[config.mk]
export PLATFORM = sky130hd
export DESIGN_NAME = packed_track_row_decoder
export DESIGN_NICKNAME = d
export VERILOG_FILES = /design/src/hdl/ptrd_pkg.sv /design/src/hdl/packed_track_row_decoder.sv /design/src/hdl/ptrd_emitter.sv
export SDC_FILE = /design/constraint.sdc
export NUM_CORES = 1
export LEC_CHECK = 0
export ABC_CLOCK_PERIOD_IN_PS = 3600
export BUFFER_PORTS_ARGS = -buffer_cell sky130_fd_sc_hd__buf_2
export CAP_MARGIN = 20
export CORE_UTILIZATION = 40
export CTS_BUF_LIST = sky130_fd_sc_hd__clkbuf_4 sky130_fd_sc_hd__clkbuf_8
export CTS_CLUSTER_SIZE = 8
export DETAILED_ROUTE_END_ITERATION = 10
export SETUP_SLACK_MARGIN = 0.3
export SLEW_MARGIN = 30
export SYNTH_ARGS = -nofsm -noshare
export SYNTH_HDL_FRONTEND = slang
export SYNTH_SLANG_ARGS = --single-unit
[constraint.sdc]
create_clock -name clk -period 3.6 [get_ports clk]
set_clock_uncertainty 0.1 [all_clocks]
set_input_delay 0.54 -clock clk [delete_from_list [all_inputs] [get_ports clk]]
set_output_delay 0.54 -clock clk [all_outputs]
set_load 0.01 [all_outputs]
[src/hdl/ptrd_pkg.sv]
package ptrd_pkg;

	localparam int ROW_W    = 6;
	localparam int CELL_W   = 32;
	localparam int BYTE_W   = 8;
	localparam int PHASE_W  = 2;

	localparam logic [BYTE_W-1:0] CODE_MASK  = 8'hF0;
	localparam logic [BYTE_W-1:0] CODE_FULLA = 8'h00;
	localparam logic [BYTE_W-1:0] CODE_FULLB = 8'h10;
	localparam logic [BYTE_W-1:0] CODE_FX    = 8'h40;
	localparam logic [BYTE_W-1:0] CODE_NOTE  = 8'h80;
	localparam logic [BYTE_W-1:0] LO_MASK    = 8'h0F;
	localparam logic [BYTE_W-1:0] RUN_BASE   = 8'hC0;

	// bytes that follow a lead byte; none means an empty run
	localparam logic [PHASE_W-1:0] TAIL_RUN  = 2'd0;
	localparam logic [PHASE_W-1:0] TAIL_FX   = 2'd1;
	localparam logic [PHASE_W-1:0] TAIL_NOTE = 2'd2;
	localparam logic [PHASE_W-1:0] TAIL_FULL = 2'd3;

	typedef struct packed {
		logic              load;       // a byte was accepted
		logic              rst_row;    // restart the track at row 0
		logic              emit;       // one finished cell
		logic              run;        // an empty run
		logic [BYTE_W-1:0] run_cnt;    // cells in the run minus one
		logic [CELL_W-1:0] cell_data;
	} emit_req_t;

	function automatic logic [PHASE_W-1:0] tail_len(input logic [BYTE_W-1:0] lead);
		logic [BYTE_W-1:0] code;
		code = lead & CODE_MASK;
		if (code == CODE_FULLA || code == CODE_FULLB)
			return TAIL_FULL;
		else if (code == CODE_FX)
			return TAIL_FX;
		else if (code == CODE_NOTE)
			return TAIL_NOTE;
		else
			return TAIL_RUN;
	endfunction

endpackage

[src/hdl/packed_track_row_decoder.sv]
// Packed track row decoder.
// Slave channel (s_*): one packed track byte per transaction in s_tdata;
// s_tuser[0] marks the first byte of a track and restarts at row 0,
// dropping any partly received cell.
// Master channel (m_*): one 4-byte row cell per transaction. m_tdata holds
// the cell and its row index, m_tlast marks the final cell caused by one
// input byte, m_tuser[0] marks the final row of the track.
// Throughput: note and effect bytes flow back to back while the output is
// free; the byte that completes a cell loads the output register in the
// same cycle, and m_tvalid rises in the next. After a run lead byte the
// run sequencer enters its run state, then emits the zero cells one per
// cycle while the receiver takes them, via a row/count compare; s_tready
// stays low until the last cell of the run is loaded.
// The output register lets the next byte in while a cell waits, as long
// as the receiver takes it; a stalled receiver holds m_tvalid and the
// cell stable and holds s_tready low.
// Reset clears the byte phase, the row count and the output valid.
module packed_track_row_decoder
	import ptrd_pkg::*;
#(
	parameter int ROWS = 64
) (
	input  logic        clk,
	input  logic        arst_n,
	input  logic        s_tvalid,
	output logic        s_tready,
	input  logic [7:0]  s_tdata,   // [7:0] packed_byte
	input  logic [0:0]  s_tuser,   // [0] track_start
	output logic        m_tvalid,
	input  logic        m_tready,
	output logic [39:0] m_tdata,   // [31:0] cell_res, [37:32] row_index, [39:38] zero
	output logic        m_tlast,   // last_in_run
	output logic [0:0]  m_tuser    // [0] last_of_track
);

	logic [PHASE_W-1:0] phase_q;
	logic [BYTE_W-1:0]  lead_q;
	logic [BYTE_W-1:0]  held0_q;
	logic [BYTE_W-1:0]  held1_q;

	logic               accept;
	logic               start;
	logic [PHASE_W-1:0] phase_eff;
	logic [PHASE_W-1:0] need_new;
	logic [PHASE_W-1:0] need_held;
	logic [BYTE_W-1:0]  lo;
	logic [CELL_W-1:0]  cell_data;
	emit_req_t          req;
	logic               em_ready;
	logic [CELL_W-1:0]  out_cell;
	logic [ROW_W-1:0]   out_row;

	assign accept    = s_tvalid && s_tready;
	assign start     = s_tuser[0];
	// track start drops a partial cell: treat this byte as a lead byte
	assign phase_eff = start ? TAIL_RUN : phase_q;
	assign need_new  = tail_len(s_tdata);
	assign need_held = tail_len(lead_q);
	assign lo        = lead_q & LO_MASK;

	// assemble the finished cell from the held bytes and the final byte
	always_comb begin
		case (need_held)
			TAIL_FULL: cell_data = {lead_q, held0_q, held1_q, s_tdata};
			TAIL_FX:   cell_data = {16'h0000, lo, s_tdata};
			TAIL_NOTE: cell_data = {held0_q, s_tdata, lo[3:0], 4'h0, 8'h00};
			default:   cell_data = '0;
		endcase
	end

	always_comb begin
		req.load      = accept;
		req.rst_row   = start;
		req.emit      = (phase_eff != TAIL_RUN) && (phase_eff >= need_held);
		req.run       = (phase_eff == TAIL_RUN) && (need_new == TAIL_RUN);
		req.run_cnt   = s_tdata - RUN_BASE;
		req.cell_data = cell_data;
	end

	always_ff @(posedge clk or negedge arst_n) begin
		if (!arst_n) begin
			phase_q <= '0;
			lead_q  <= '0;
			held0_q <= '0;
			held1_q <= '0;
		end else if (accept) begin
			if (phase_eff == TAIL_RUN) begin
				// lead byte: hold it unless it opens an empty run
				if (need_new != TAIL_RUN) begin
					lead_q  <= s_tdata;
					phase_q <= PHASE_W'(1);
				end else begin
					phase_q <= '0;
				end
			end else if (phase_eff < need_held) begin
				if (phase_eff == PHASE_W'(1))
					held0_q <= s_tdata;
				else
					held1_q <= s_tdata;
				phase_q <= phase_eff + 1'b1;
			end else begin
				phase_q <= '0;
			end
		end
	end

	assign s_tready = em_ready;

	ptrd_emitter #(
		.ROWS(ROWS)
	) u_emitter (
		.clk           (clk),
		.arst_n        (arst_n),
		.req           (req),
		.ready         (em_ready),
		.out_valid     (m_tvalid),
		.out_ready     (m_tready),
		.out_cell      (out_cell),
		.out_row       (out_row),
		.out_last_run  (m_tlast),
		.out_last_track(m_tuser[0])
	);

	assign m_tdata = {2'b00, out_row, out_cell};

endmodule

[src/hdl/ptrd_emitter.sv]
module ptrd_emitter
	import ptrd_pkg::*;
#(
	parameter int ROWS = 64
) (
	input  logic              clk,
	input  logic              arst_n,
	input  emit_req_t         req,
	output logic              ready,
	output logic              out_valid,
	input  logic              out_ready,
	output logic [CELL_W-1:0] out_cell,
	output logic [ROW_W-1:0]  out_row,
	output logic              out_last_run,
	output logic              out_last_track
);

	localparam logic [ROW_W-1:0] ROW_LAST = ROW_W'(ROWS - 1);

	typedef enum logic [1:0] {
		ST_IDLE = 2'b01,
		ST_RUN  = 2'b10
	} state_t;

	state_t             state_q;
	logic [ROW_W-1:0]   row_q;
	logic [BYTE_W-1:0]  cnt_q;
	logic               valid_q;
	logic [CELL_W-1:0]  cell_q;
	logic [ROW_W-1:0]   orow_q;
	logic               olast_q;
	logic               otrk_q;

	logic               out_free;
	logic [ROW_W-1:0]   row_eff;
	logic               at_end;
	logic [ROW_W-1:0]   row_next;
	logic               run_last;

	assign out_free = !valid_q || out_ready;
	assign ready    = (state_q == ST_IDLE) && out_free;
	assign row_eff  = req.rst_row ? '0 : row_q;
	assign at_end   = (row_eff == ROW_LAST);
	assign row_next = at_end ? '0 : row_eff + 1'b1;
	// run_last stops the run at its count or at the end of the track
	assign run_last = (cnt_q == '0) || (row_q == ROW_LAST);

	always_ff @(posedge clk or negedge arst_n) begin
		if (!arst_n) begin
			state_q <= ST_IDLE;
			row_q   <= '0;
			cnt_q   <= '0;
			valid_q <= 1'b0;
		end else begin
			case (state_q)
				ST_IDLE: begin
					if (req.load && req.emit) begin
						valid_q <= 1'b1;
						row_q   <= row_next;
					end else begin
						if (out_ready)
							valid_q <= 1'b0;
						if (req.load) begin
							row_q <= row_eff;
							if (req.run) begin
								cnt_q   <= req.run_cnt;
								state_q <= ST_RUN;
							end
						end
					end
				end
				ST_RUN: begin
					if (out_free) begin
						valid_q <= 1'b1;
						cnt_q   <= cnt_q - 1'b1;
						row_q   <= (row_q == ROW_LAST) ? '0 : row_q + 1'b1;
						if (run_last)
							state_q <= ST_IDLE;
					end
				end
				default: begin
					state_q <= ST_IDLE;
					valid_q <= 1'b0;
				end
			endcase
		end
	end

	always_ff @(posedge clk) begin
		if (state_q == ST_IDLE && req.load && req.emit) begin
			cell_q  <= req.cell_data;
			orow_q  <= row_eff;
			olast_q <= 1'b1;
			otrk_q  <= at_end;
		end else if (state_q == ST_RUN && out_free) begin
			cell_q  <= '0;
			orow_q  <= row_q;
			olast_q <= run_last;
			otrk_q  <= (row_q == ROW_LAST);
		end
	end

	assign out_valid      = valid_q;
	assign out_cell       = cell_q;
	assign out_row        = orow_q;
	assign out_last_run   = olast_q;
	assign out_last_track = otrk_q;

endmodule

==> metrics.txt <==
power density relative to cell area 698 mW/mm2; FF-to-FF Start lead_q[7]; clock latency on the worst-skew pair 0.36 ns; Synth Register Bits 83; Routed Antenna Nets 0; CTS Buf Count 9; Synth async-reset ratio 51.8%; leftover overflow at the end of global routing 0; run status finished clean; DR pass1 iterations 5; path type of the worst min-delay path primary input to asynchronous set/reset pin; internal power 2.11 mW; Clock transition at path regs 0.08 ns; slew of the pin with the lowest slew margin 0.703 ns; Setup Buffers After CTS 0; Hold Vio Cnt, Final 0; Synth Flop Type dfrtp_1; switching power total 1.21 mW; area of the placeable core 0.00986 mm2; clock tree from TritonCTS yes; worst hold slack across all endpoints 0.0858 ns; post-DR vias/cell 5.40; Worst Setup Path Type register to register; count of routing violations after the opening detailed-route iteration 202; combinational cell fraction of total power 34.9%; Critical Path Start Type register; Post-Route Utilization 48.3%; global-route usage over all layers 18.2%; Top-Level Pins 57; share of the synthesized area in the top cell type 28.4%; ant diodes 0; R2R depth 10; drc violations 0; clock share of power 22.3%; CTS Root Buffer Type clkbuf_8; overall die width 104 um; most frequent cell after synthesis dfrtp_1; peak fanout along the critical path 10; Top cell by count, worst path buf_4; gate count of the mapped netlist 376; synth cell count leaders dfrtp_1, edfxtp_1, nor2_1; Final Wtd Congestion 0.841; number of resized instances in the post-cts repair step 0; sequential element share of the synthesized area 55.0%; RSZ-0062 raised after global routing false; total negative slack 0 ns; crit path DAT 3.12 ns; max incr delay on CP 0.41 ns; kind of capture point of the worst setup path register; post-synthesis cell area 0.00412 mm2; maximum ir drop on the vdd rail 0.000250 V; r2r endpoint u_emitter.row_q[2]; main area contributors after synthesis edfxtp_1, dfrtp_1, mux2_2, ha_1, nor2_1; Die ar. 0.0107 mm2; Inst Count DP 553; final instance count without filler cells 569; final critical path time including I/O delays and setup 2.96 ns; Reg power frac 42.8%; routed wire length per instance 16.4 um; Finish-stage setup viols 0; number of buffers added on ports 54; average instance area after synthesis 11.0 um2; worst path required time 3.75 ns; drt total wl 9360 um; cells traversed along the worst timing path nor3_1, buf_4, or2_2, ha_1, nor3b_1, or3_4, nor2_1, buf_4, a21oi_1, a311oi_1; warning count from the yosys run 0; library cell occupying the most area in the post-synthesis netlist edfxtp_1; switching part of the total power 36.4%; slack of the worst reg-to-reg path 0.64 ns; final layout net count 457; number of max-cap violations 0; Post-CTS Hold Fix Bufs 0; Final period util 82.3%; CP Buf/Inv Count 2; starting density of the core 41.8%; count of clock tree sinks 83; layout cell share with drive strength beyond 1 24.1%; via count of the first global-routing pass 2989; Detail Placement HPWL 6630 um; unique cell type count in the Yosys netlist 54; clk buf depth 2; worst relative slew slack 53.1%; leak pwr 2.10 nW; CTS H-tree lvls 3; number of flops mapped to enable cells by yosys 39; cell family with the largest share of critical-path delay simple AND/OR/NAND/NOR gates; pin count of the biggest net entering global routing 44; antenna violations before repair 0; count of pins over their slew limit 0; number of cell rows 36; slowest CP cell nor2_1; wire length of the first global-routing pass 15200 um; height of the chip 104 um; number of vias in the routed layout 3075; highest achievable clock rate 0.337 GHz; area overhead of the layout relative to synthesis 15.6%
## per-stage QoR
step | cell area [um2] | total power [mW] | setup WS [ns]
4_1_cts | 4770 | 3.34 | 0.679
5_1_grt | 4770 | 3.55 | 0.424
3_5_place_dp | 4550 | 2.60 | 0.698
6_report | 4770 | 3.33 | 0.636
3_3_place_gp | 4540 | 2.57 | 0.836
2_1_floorplan | 4140 | 2.22 | 0.395
## worst reg2reg max path: cells and delay by family, from the launching register on
kind,cells,cell delay (ns)
DFF,1,0.40
adders and majority gates,1,0.23
AOI/OAI and AO/OA,2,0.33
and+or+nand+nor,5,1.40
buffers and inverters,2,0.41
## state kept, by name, indices dropped and copies added, names as in the netlist
register / count
u_emitter.row_q: 6
held1_q: 8
u_emitter.out_cell: 32
phase_q: 2
u_emitter.out_last_track: 1
u_emitter.state_q: 2
u_emitter.out_valid: 1
u_emitter.out_row: 6
u_emitter.cnt_q: 8
lead_q: 8
u_emitter.out_last_run: 1
held0_q: 8
## cells by family after synthesis
group | share of synthesized area (%)
mux | 5.37
other cells | 0.0909
flops | 55.0
fa+ha+maj | 3.94
simple gates | 15.6
buf+inv | 3.85
compound gates | 16.1
## routing by layer
metal / global-route usage [%] / routed length, um
met1: 24.1 / 4300
met2: 28.9 / 4450
met3: 3.46 / 463
met4: 8.28 / 140
met5: 0 / 0
## worst max-delay path by stage
stage	startpoint	endpoint	slack (ns)	depth (start not counted)
6_report	lead_q[7]	u_emitter.row_q[2]	0.64	10
2_1_floorplan	lead_q[7]	u_emitter.out_cell[0]	0.40	9
5_1_grt	lead_q[7]	u_emitter.row_q[2]	0.42	10
3_5_place_dp	lead_q[7]	u_emitter.row_q[2]	0.70	10
3_3_place_gp	s_tuser	u_emitter.row_q[2]	0.84	10
4_1_cts	lead_q[7]	u_emitter.row_q[2]	0.68	10
## power by group through the flow
stage               combinational (mW)  sequential (mW)  clock, mW
floorplan                        0.795             1.43          0
global placement                  1.14             1.43          0
detailed placement                1.16             1.44          0
CTS                               1.16             1.42      0.758
global route                      1.30             1.45      0.793
finish                            1.16             1.42      0.741
## cell usage in the layout, fill, tap and decap left out, types with 2 or more instances in the layout
cell type  Yosys  final
a211oi_1       2      2
a21o_1         4      4
a21oi_1       18     18
a22o_1        11     11
a22oi_1       13     13
a311oi_1       3      3
a31oi_1        2      2
and2_1        11     11
and3_1        15     15
buf_2          8     53
buf_4          2     10
bufinv_16      0      2
clkbuf_8       0      9
clkinv_2       0      2
conb_1         1      2
dfrtp_1       42     42
edfxtp_1      39     39
ha_1          13     13
inv_1         17     17
mux2_2        17     17
mux2i_1        3      3
nand2_1       28     27
nand2b_1       6      6
nand3_1        9      9
nor2_1        31     31
nor2b_1        6      6
nor3_1         9      9
nor3b_1        2      2
nor4b_1        2      2
o211ai_1       3      3
o21ai_0       21     21
o21bai_1       2      2
o22ai_1        3      3
o31ai_1        2      2
or2_2          2      2
## area by class of cell
type	instances	area, um2
well taps	133	166
clock buffers	10	131
fillers	896	5100
clock inverters	6	87.6
inverters	17	63.8
multi-input cells	257	1710
flip-flops and latches	83	2270
repair buffers	63	340
Power figures use the tool's default switching activity.
